===== config.mk =====
export PLATFORM = sky130hd
export DESIGN_NAME = aat_merge
export DESIGN_NICKNAME = d
export VERILOG_FILES = /design/src/hw/rtl/aabb_affine_transform_unit_defines.svh /design/src/hw/rtl/aat_pkg.sv /design/src/hw/rtl/aat_merge.sv
export SDC_FILE = /design/constraint.sdc
export NUM_CORES = 1
export LEC_CHECK = 0
export BUFFER_PORTS_ARGS = -buffer_cell sky130_fd_sc_hd__buf_2
export CAP_MARGIN = 20
export CORE_AREA = 2 2 351 353
export CTS_BUF_LIST = sky130_fd_sc_hd__clkbuf_8
export DETAILED_ROUTE_END_ITERATION = 6
export DIE_AREA = 0 0 353 355
export SKIP_LAST_GASP = 1
export SLEW_MARGIN = 20
export SYNTH_ARGS = -nofsm -noshare
export SYNTH_HDL_FRONTEND = slang
export SYNTH_SLANG_ARGS = --single-unit

===== constraint.sdc =====
create_clock -name clk -period 8.1 [get_ports clk]
set_clock_uncertainty 0.2 [all_clocks]
set_input_delay 0.81 -clock clk [delete_from_list [all_inputs] [get_ports clk]]
set_output_delay 0.81 -clock clk [all_outputs]
set_load 0.1 [all_outputs]

===== src/hw/rtl/aabb_affine_transform_unit_defines.svh =====
// Assertion macros shared by the box transform RTL.
// Expects clk and rst_n in the scope of each use; no other dependencies.
`ifndef AABB_AFFINE_TRANSFORM_UNIT_DEFINES_SVH
`define AABB_AFFINE_TRANSFORM_UNIT_DEFINES_SVH

`ifndef SYNTHESIS
`define AAT_ASSERT_IMPL(lbl, ante, cons) \
    lbl: assert property (@(posedge clk) disable iff (!rst_n) (ante) |-> (cons)) \
        else $error("same-cycle check failed");
`define AAT_ASSERT_NEXT(lbl, ante, cons) \
    lbl: assert property (@(posedge clk) disable iff (!rst_n) (ante) |=> (cons)) \
        else $error("next-cycle check failed");
`else
`define AAT_ASSERT_IMPL(lbl, ante, cons)
`define AAT_ASSERT_NEXT(lbl, ante, cons)
`endif

`endif


===== src/hw/rtl/aat_pkg.sv =====
// Types, widths and register codes for the box transform unit.
// No dependencies; used by aat_lane, aat_merge and the top level.
`timescale 1ns / 1ps

package aat_pkg;

    localparam int AXES    = 3;
    localparam int COORD_W = 32;
    localparam int COEF_W  = 16;
    localparam int FRAC_W  = 12;
    localparam int PROD_W  = COORD_W + COEF_W;
    localparam int TERM_W  = PROD_W - FRAC_W;
    localparam int SUM_W   = TERM_W + 2;
    localparam int ROW_W   = AXES * COEF_W;
    localparam int ROWS    = 4;
    localparam int DATA_W  = 2 * AXES * COORD_W;

    localparam logic [ROW_W-1:0] ROW_A_RESET   = 48'h0000_0000_1000;
    localparam logic [ROW_W-1:0] ROW_B_RESET   = 48'h0000_1000_0000;
    localparam logic [ROW_W-1:0] ROW_C_RESET   = 48'h1000_0000_0000;
    localparam logic [ROW_W-1:0] ROW_OFF_RESET = 48'h0000_0000_0000;

    typedef logic signed [COORD_W-1:0] coord_t;
    typedef logic signed [COEF_W-1:0]  coef_t;
    typedef logic signed [TERM_W-1:0]  term_t;
    typedef logic signed [SUM_W-1:0]   sum_t;

    typedef enum logic [1:0] {
        REG_ROW_A,
        REG_ROW_B,
        REG_ROW_C,
        REG_ROW_OFFSET
    } reg_idx_t;

endpackage


===== src/hw/rtl/aat_merge.sv =====
// Merge stage: adds the per-lane extremes and the offset for each output
// axis, then saturates to 32 bits. Depends on aat_pkg.
`timescale 1ns / 1ps

module aat_merge
(
    input  logic            clk,
    input  logic            en,
    input  aat_pkg::term_t  lane_mn [aat_pkg::AXES][aat_pkg::AXES],
    input  aat_pkg::term_t  lane_mx [aat_pkg::AXES][aat_pkg::AXES],
    input  aat_pkg::coef_t  offset  [aat_pkg::AXES],
    output aat_pkg::coord_t box_mn  [aat_pkg::AXES],
    output aat_pkg::coord_t box_mx  [aat_pkg::AXES]
);

    localparam int EXT_W = aat_pkg::SUM_W - aat_pkg::TERM_W;
    localparam int OFF_PAD = aat_pkg::SUM_W - aat_pkg::COEF_W - 4;

    aat_pkg::coord_t mn_reg [aat_pkg::AXES];
    aat_pkg::coord_t mx_reg [aat_pkg::AXES];

    function automatic aat_pkg::sum_t widen(aat_pkg::term_t t);
        return $signed({{EXT_W{t[aat_pkg::TERM_W-1]}}, t});
    endfunction

    function automatic aat_pkg::coord_t sat(aat_pkg::sum_t s);
        aat_pkg::sum_t hi_lim;
        aat_pkg::sum_t lo_lim;
        hi_lim = $signed({{(aat_pkg::SUM_W-aat_pkg::COORD_W+1){1'b0}},
                          {(aat_pkg::COORD_W-1){1'b1}}});
        lo_lim = $signed({{(aat_pkg::SUM_W-aat_pkg::COORD_W+1){1'b1}},
                          {(aat_pkg::COORD_W-1){1'b0}}});
        if (s > hi_lim)
            return hi_lim[aat_pkg::COORD_W-1:0];
        else if (s < lo_lim)
            return lo_lim[aat_pkg::COORD_W-1:0];
        else
            return s[aat_pkg::COORD_W-1:0];
    endfunction

    for (genvar a = 0; a < aat_pkg::AXES; a++) begin : g_axis
        aat_pkg::sum_t off_q;
        aat_pkg::sum_t sum_mn;
        aat_pkg::sum_t sum_mx;

        // offset is Q4.12 times w = 1.0, i.e. shifted up by four into Q16.16
        assign off_q  = $signed({{OFF_PAD{offset[a][aat_pkg::COEF_W-1]}}, offset[a], 4'b0000});
        assign sum_mn = widen(lane_mn[0][a]) + widen(lane_mn[1][a])
                      + widen(lane_mn[2][a]) + off_q;
        assign sum_mx = widen(lane_mx[0][a]) + widen(lane_mx[1][a])
                      + widen(lane_mx[2][a]) + off_q;

        always_ff @(posedge clk)
        begin
            if (en)
            begin
                mn_reg[a] <= sat(sum_mn);
                mx_reg[a] <= sat(sum_mx);
            end
        end

        assign box_mn[a] = mn_reg[a];
        assign box_mx[a] = mx_reg[a];
    end

endmodule


; ---- After elaboration in Yosys (flattened, before gate mapping)
; Memories as Yosys holds them, arrays and structs flattened.
; Cells that the tools add are included.
[word_totals]
memories = 2
input_bits = 698
output_inout_bits = 192
regBits = 0
word_cells = 52
ram_bits = 192
[classes]
muxes = 20
magnitude_cmp = 12
n_addsub = 18
[memory_table]
columns = memory, depth, word_bits, rd, rd_ports_with_merged_regs, write_ports, line_no
row1 = mn_reg, 3, 32, 3, 0, 3, aat_merge.sv:19  ; aat_pkg::coord_t mn_reg [aat_pkg::AXES];
row2 = mx_reg, 3, 32, 3, 0, 3, aat_merge.sv:20  ; aat_pkg::coord_t mx_reg [aat_pkg::AXES];
[op_table]
columns = op, count
row1 = $mux W32, 18
row2 = $add A37 B36 Y38, 6
row3 = $add A38 B20 Y38, 6
row4 = $gt A38 B32 Y1 const B, 6
row5 = $lt A38 B32 Y1 const B, 6
row6 = $add A36 B36 Y37, 6
row7 = $mux W1, 2

; ---- Logic depth before layout (Yosys ltp)
; Gate-level depths: netlist (run 1).
[depth]
ltp_word = 7
ltp_mapped = 18
ltp_nobuf = 16

; ---- Worst setup path after synthesis (run 1)
; Ideal clock, no wire load.
[synth_path]
path_type = input port to flip-flop
from = input port offset[31] (netlist bit)
to = memory mx_reg[0][47] (netlist bit) (data pin)
setup_ps = 256
path_stages = 14
t_arrival_ps = 5937
path_buffers = 2
setup_slack_ps = 1707
path_cell_list = inv_1 > fa_1 > fa_1 > inv_1 > ha_1 > clkbuf_2 > nand4_1 > or4_1 > o31ai_1 > a21oi_1 > or2_2 > clkbuf_1 > or4_1 > a22o_1
[synth_lines]
columns = element, line_no
row1 = "start, declared", aat_merge.sv:11  ; input aat_pkg::coef_t offset [aat_pkg::AXES],
row2 = "end, declared", aat_merge.sv:20

==> summary.txt, run 1 <==
Global route
  • Initial antenna violation count: 22
  • Remaining global-route overflow: 0
  • First-pass GRT wire length: 194 mm
  • Largest net degree at the start of global routing: 98
  • Vias in the first global route: 31200
  • Tot GR Track Use: 20.7%

Final layout
  • Growth of design area from synthesis to finish: 20.4%
  • Layout cells sized above 1: 21.4%
  • Commonest non-fill, non-tap cell in the layout: inv_1
  • Nets: 5978
  • Most frequent cells in the layout: inv_1, buf_2, fa_1, ha_1, a21oi_1

Die
  • Die Ht: 355 um
  • # rows: 128
  • CORE AREA: 121000 sq um
  • Full die area: 125000 sq um
  • DIE WIDTH: 353 um
  • # IOs: 890
  • Starting Density: 27.1%

Critical path
  • Worst setup EP type: flop
  • Critical path required time: 8.27 ns
  • Critical Path AT: 6.55 ns
  • Crit Path Max Fanout: 32
  • Crit Path Category: input pin to flop
  • CP Launch Type: input pin

Synthesis
  • Synth area leader: fa_1
  • Post-synth EDFFs: 192
  • Asr flop ratio synth: 0%
  • Post-synthesis cell count: 3821
  • Yosys top cell area share: 25.6%
  • Ys flop type: edfxtp_1
  • Synthesized net count: 5167
  • YS warnings: 0
  • Yosys cell types: 91
  • Post-Syn Area per Cell: 8.60 sq um
  • Synth Register Bits: 192
  • Sequential share of the synthesized area: 17.6%
  • Largest cells by area after synthesis: fa_1, edfxtp_1, inv_1, ha_1, a21oi_1
  • Post-Syn Area: 32900 sq um

STA
  • TNS Setup: 0 ns
  • Clock period minus worst slack: 6.38 ns
  • Setup violators final: 0
  • Hold Slack: 0.425 ns
  • Worst slew pin tran: 1.13 ns
  • Final hold vios: 0
  • Worst relative slew slack: 24.5%
  • Max Slew Vio Count: 0
  • RSZ-0062 raised after global routing: false
  • F_max: 157 MHz
  • Final worst slack: 1.72 ns
  • Final worst-path cycle share: 78.8%

Placement
  • Post-DP HPWL: 117 mm
  • Input/output buffers: 889
  • Setup WS pre-CTS: 1.10 ns
  • Final GP Congestion: 0.971

Detailed routing
  • Vias per std cell: 4.86
  • WL final: 133 mm
  • Routed Antenna Nets: 0
  • Initial DRC Count: 2330
  • DRC: 0
  • WL/cell: 21.1 um
  • DR vias: 30500
  • TritonRoute pass-1 iters: 5

Pwr
  • Power Density: 381 nW/um^2
  • Internal power: 5.46 mW
  • Sw Pwr: 9.62 mW
  • Lkg Pwr: 20.4 nW
  • Clock Power Share: 5.0%
  • Sw frac: 63.8%
  • Comb pwr share: 80.1%
  • Peak supply drop: 0.348 mV
  • Seq pwr share: 14.9%

Min path
  • Worst Hold Class: input pin to flop
  • Hold Crit Endpoint: mn_reg[0][0]
  • Hold_sp: lane_mn[288]
  • Hold-critical path depth: 3

Clocking
  • Root buffer cell: clkbuf_8
  • Post-CTS Repair Setup Buffers: 0
  • Clock buffer count from CTS: 17
  • CTS Buffer Depth: 2
  • CTS Sinks: 192
  • Post-CTS sizing: 0
  • Clk slew on worst S/H paths: 0.13 ns
  • TritonCTS clock tree: done
  • Post-CTS Hold Buffers: 0
  • H-tree levels: 4

Outcome
  • Outcome: complete, no violations

Job
  • Max cap viols: 0
==> power groups by stage <==
stage	Sequential, mW	Combinational, mW	Clock (mW)
finish	2.25	12.1	0.748
global route	2.29	13.0	0.788
detailed placement	2.27	12.0	0
floorplan	5.78	5.49	0
CTS	2.26	12.0	0.770
global placement	2.29	11.9	0
==> synth_stat cells, types with 40 or more instances <==
cell,count
xnor2_1,92
a21oi_1,211
inv_1,1073
nand2_1,206
o211ai_1,40
o21ai_0,184
nand3_1,78
nor2_1,106
nor3_1,43
fa_1,420
xor2_1,81
o221ai_1,43
clkbuf_1,99
ha_1,228
edfxtp_1,192
o21a_1,49
a21o_1,129
==> through the flow <==
step | cell area (sq um) | total power [mW] | utilization [%] | std cells
finish | 39500 | 15.1 | 32.6 | 6284
global route | 39500 | 16.0 | 32.6 | 6276
CTS | 39500 | 15.1 | 32.5 | 6270
detailed placement | 39100 | 14.3 | 32.2 | 6238
global placement | 39100 | 14.2 | 32.2 | 6238
floorplan | 32900 | 11.3 | - | 3821
==> worst max-delay path by stage <==
stage | start | to | slack (ns) | cells past startpoint
after global placement | offset[47] | mx_reg[0][30] | 1.05 | 15
final | offset[47] | mx_reg[0][30] | 1.72 | 15
after global routing | offset[31] | mn_reg[0][46] | 1.55 | 16
after CTS | offset[47] | mx_reg[0][30] | 1.85 | 15
after floorplan | offset[31] | mx_reg[0][47] | 1.71 | 14
after detailed placement | offset[47] | mx_reg[0][30] | 1.10 | 15
==> critical path, stage by stage <==
cell	delay (ns)
buf_2	0.11
inv_2	0.63
fa_1	0.55
fa_1	0.50
inv_1	0.04
ha_1	0.39
a21o_1	0.25
o41ai_1	0.86
a21oi_1	0.16
o31a_1	0.18
o41a_1	0.36
or3_1	0.78
nand2_1	0.21
buf_4	0.36
o221ai_1	0.26
==> per-layer routing <==
layer  global-route usage, %  wire length, um
met5                       0               55
met4                    6.43             3750
met2                    35.3            64300
met3                    4.00             8360
met1                    26.5            56100
==> cell families after synthesis <==
group / Yosys count / share of synthesized area [%]
buffers and inverters: 1195 / 13.7
multiplexers: 9 / 0.286
XOR/XNOR: 173 / 4.61
AND/OR/NAND/NOR: 660 / 10.1
AO/OA/AOI/OAI: 944 / 19.4
flip-flops: 192 / 17.6
adder cells (fa/ha/maj): 648 / 34.3
==> final cells by class <==
cell class                 count  area, sq um
fill                       13000        81800
multi-input combinational   2434        22600
sequential                   192         5770
timing repair buffer         913         4650
inverter                    1074         4030
tap                         1625         2030
clock buffer                  17          234
clock inverter                15          169
antenna                       14         35.0
No activity file was read; power rests on OpenSTA's default activity.
==> run 2: changes to the inputs <==
--- a/config.mk
+++ b/config.mk
@@ -5,12 +5,13 @@
 export SDC_FILE = /design/constraint.sdc
 export NUM_CORES = 1
 export LEC_CHECK = 0
+export ABC_AREA = 1
 export BUFFER_PORTS_ARGS = -buffer_cell sky130_fd_sc_hd__buf_2
 export CAP_MARGIN = 20
-export CORE_AREA = 2 2 351 353
+export CORE_AREA = 2 2 348 350
 export CTS_BUF_LIST = sky130_fd_sc_hd__clkbuf_8
 export DETAILED_ROUTE_END_ITERATION = 6
-export DIE_AREA = 0 0 353 355
+export DIE_AREA = 0 0 350 352
 export SKIP_LAST_GASP = 1
 export SLEW_MARGIN = 20
 export SYNTH_ARGS = -nofsm -noshare
==> constraint.sdc (replaced) <==
create_clock -name clk -period 5.8 [get_ports clk]
set_clock_uncertainty 0.2 [all_clocks]
set_input_delay 0.58 -clock clk [delete_from_list [all_inputs] [get_ports clk]]
set_output_delay 0.58 -clock clk [all_outputs]
set_load 0.1 [all_outputs]
==> run 2 against run 1 <==
  * Synthesized cell count rose by 23%
  * Area after synthesis rose by 2.1%
  * Die area fell by 1.7%
  * Largest power group unchanged
  * Sequential power rose by 38%
==> summary.txt, run 2 <==
Synthesis
  • Post-synth EDFFs: 192 (unchanged)
  • YS warnings: 0 (unchanged)
  • Yosys cell types: 41 (was 91)
  • Synthesized net count: 6032 (was 5167)
  • Yosys top cell area share: 25.1% (was 25.6%)
  • Asr flop ratio synth: 0% (unchanged)
  • Post-Syn Area per Cell: 7.16 sq um (was 8.60 sq um)
  • Ys flop type: edfxtp_1 (unchanged)
  • Sequential share of the synthesized area: 17.2% (was 17.6%)
  • Synth Register Bits: 192 (unchanged)
  • Largest cells by area after synthesis: fa_1, edfxtp_1, inv_1, nand2_1, ha_1 (was fa_1, edfxtp_1, inv_1, ha_1, a21oi_1)
  • Post-Syn Area: 33500 sq um (was 32900 sq um)
  • Commonest cells in the netlist: inv_1, nand2_1, fa_1 (was inv_1, fa_1, ha_1)
  • Synth area leader: fa_1 (unchanged)
  • Post-synthesis cell count: 4686 (was 3821)
  • Cell with the most instances after synthesis: inv_1 (unchanged)

Global route
  • Largest net degree at the start of global routing: 111 (was 98)
  • Vias in the first global route: 33000 (was 31200)
  • Tot GR Track Use: 22.2% (was 20.7%)
  • First-pass GRT wire length: 200 mm (was 194 mm)
  • Initial antenna violation count: 49 (was 22)
  • Remaining global-route overflow: 0 (unchanged)

Detailed routing
  • TritonRoute pass-1 iters: 6 (was 5)
  • Initial DRC Count: 1874 (was 2330)
  • Max Used Layer: met5 (unchanged)
  • DRC: 0 (unchanged)
  • Vias per std cell: 4.42 (was 4.86)
  • WL/cell: 19.2 um (was 21.1 um)
  • DR vias: 31900 (was 30500)
  • Met3 WL post-DR: 8.77 mm (was 8.36 mm)
  • Routed Antenna Nets: 0 (unchanged)
  • WL final: 138 mm (was 133 mm)
  • WL met1: 54.8 mm (was 56.1 mm)
  • Metal2 WL: 68.5 mm (was 64.3 mm)

Critical path
  • CP Launch Type: input pin (unchanged)
  • Critical path required time: 6.01 ns (was 8.27 ns)
  • Critical Path AT: 4.82 ns (was 6.55 ns)
  • Crit Path Max Fanout: 31 (was 32)
  • Worst setup EP type: flop (unchanged)
  • Crit Path Category: input pin to flop (unchanged)

Final layout
  • Layout cells sized above 1: 17.7% (was 21.4%)
  • Nets: 6924 (was 5978)
  • Growth of design area from synthesis to finish: 20.7% (was 20.4%)
  • Most frequent cells in the layout: inv_1, nand2_1, buf_2, fa_1, nor2_1 (was inv_1, buf_2, fa_1, ha_1, a21oi_1)
  • Post-route cell area: 40500 sq um (was 39500 sq um)
  • Commonest non-fill, non-tap cell in the layout: inv_1 (unchanged)
  • Non-Filler Instances: 7220 (was 6284)
  • Fill cells: 13100 (was 13000)
  • Final Core Density: 33.9% (was 32.6%)

Clocking
  • Post-CTS Repair Setup Buffers: 0 (unchanged)
  • TritonCTS clock tree: done (unchanged)
  • CTS Buffer Depth: 2 (unchanged)
  • Root buffer cell: clkbuf_8 (unchanged)
  • Post-CTS sizing: 0 (unchanged)
  • CTS Sinks: 192 (unchanged)
  • H-tree levels: 4 (unchanged)
  • Clock buffer count from CTS: 17 (unchanged)
  • Post-CTS Hold Buffers: 0 (unchanged)
  • Clk slew on worst S/H paths: 0.12 ns (was 0.13 ns)

Placement
  • Post-DP HPWL: 125 mm (was 117 mm)
  • Input/output buffers: 889 (unchanged)
  • DP Area: 40000 sq um (was 39100 sq um)
  • Final GP Congestion: 0.983 (was 0.971)
  • Placed cell count: 7171 (was 6238)

Die
  • Die Ht: 352 um (was 355 um)
  • CORE AREA: 119000 sq um (was 121000 sq um)
  • Full die area: 123000 sq um (was 125000 sq um)
  • # IOs: 890 (unchanged)
  • # rows: 127 (was 128)
  • DIE WIDTH: 350 um (was 353 um)
  • Starting Density: 28.1% (was 27.1%)

STA
  • Worst slew pin tran: 0.986 ns (was 1.13 ns)
  • F_max: 217 MHz
  • Final worst-path cycle share: 79.6%
  • Setup violators final: 0 (unchanged)
  • RSZ-0062 raised after global routing: false (unchanged)
  • Worst relative slew slack: 34.3% (was 24.5%)
  • Final hold vios: 0 (unchanged)
  • Clock period minus worst slack: 4.61 ns
  • Max Slew Vio Count: 0 (unchanged)
  • TNS Setup: 0 ns (unchanged)

Pwr
  • Lkg Pwr: 23.5 nW (was 20.4 nW)
  • Peak supply drop: 0.376 mV (was 0.348 mV)
  • Power Density: 515 nW/um^2 (was 381 nW/um^2)

Min path
  • Worst Hold Class: input pin to flop (unchanged)
  • Hold-critical path depth: 4 (was 3)
  • Hold_sp: lane_mx[252] (was lane_mn[288])
  • Hold Crit Endpoint: mx_reg[0][32] (was mn_reg[0][0])

Job
  • Max cap viols: 0 (unchanged)

Outcome
  • Outcome: complete, no violations (unchanged)
[run 2: changes by cell type in the layout (fill, tap and decap cells not counted), moves of 31 or more]
cell / before / now
o21a_1: 49 / 2
xnor2_1: 92 / 61
o211ai_1: 40 / 0
nand2_1: 206 / 1335
nand3_1: 78 / 118
inv_1: 1071 / 1401
a211oi_1: 39 / 0
o21ai_0: 184 / 84
nor2_1: 106 / 297
a21o_1: 129 / 6
o221ai_1: 43 / 0
[run 2: power by group]
part	total, mW	internal, mW	switching, mW
Clock	1.13	0.358	0.773
Combinational	16.6	4.03	12.6
Sequential	3.11	2.73	0.385
Total	20.9	7.12	13.7
[run 2: worst max-delay path by stage]
| stage | startpoint | to | slack [ns] | cells past startpoint |
|---|---|---|---|---|
| 2_1_floorplan | offset[15] | mx_reg[0][65] | 0.79 | 17 |
| 3_3_place_gp | offset[47] | mx_reg[0][8] | 0.45 | 19 |
| 3_5_place_dp | offset[47] | mx_reg[0][21] | 0.45 | 19 |
| 4_1_cts | offset[47] | mx_reg[0][21] | 1.21 | 19 |
| 5_1_grt | offset[47] | mx_reg[0][15] | 0.81 | 19 |
| 6_report | offset[47] | mx_reg[0][19] | 1.19 | 19 |
[run 2: stage by stage]
step | total power, mW | setup slack [ns] | hold slack, ns
3_3_place_gp | 19.7 | 0.449 | 0.822
3_5_place_dp | 19.7 | 0.448 | 0.819
5_1_grt | 22.4 | 0.809 | 0.121
4_1_cts | 20.9 | 1.21 | 0.0756
6_report | 20.9 | 1.19 | 0.155
2_1_floorplan | 15.7 | 0.786 | 0.492
[run 2: cell families (layout without fill, tap and decap cells)]
group / after synthesis / count (layout) / share of synthesized area [%]
AOI/OAI and AO/OA: 378 / 378 / 6.08
xor gates and xnor gates: 172 / 172 / 4.58
adders and majority gates: 648 / 648 / 33.6
buffers and inverters: 1451 / 2356 / 16.7
DFF: 192 / 192 / 17.2
other: 0 / 17 / 0
and+or+nand+nor: 1845 / 1845 / 21.8
[run 2: per-layer routing]
layer	vias to the layer above	track usage (%)
li1	15500	-
met1	14900	25.8
met2	1223	39.5
met3	208	3.99
met4	22	9.59
met5	-	0
[run 2: cell type report]
type	count	area [sq um]	share of cell area, %
Multi-Input combinational cell	3043	22200	54.8
Sequential cell	192	5770	14.2
Inverter	1414	5310	13.1
Timing Repair Buffer	910	4720	11.7
Tap cell	1612	2020	4.98
Clock buffer	17	234	0.578
Clock inverter	15	225	0.556
Antenna cell	17	42.5	0.105
[run 2: critical path, cell delays in order]
cell	delay [ns]
buf_2	0.31
inv_2	0.22
buf_12	0.24
fa_1	0.53
fa_1	0.50
inv_1	0.04
ha_1	0.38
inv_1	0.16
o21ai_0	0.16
a21oi_1	0.22
nand2_1	0.08
a21oi_1	0.19
nand2_1	0.09
nand2_1	0.06
nand2_1	0.08
nor2_1	0.14
nand4_1	0.17
nand2_2	0.49
nand2_1	0.13
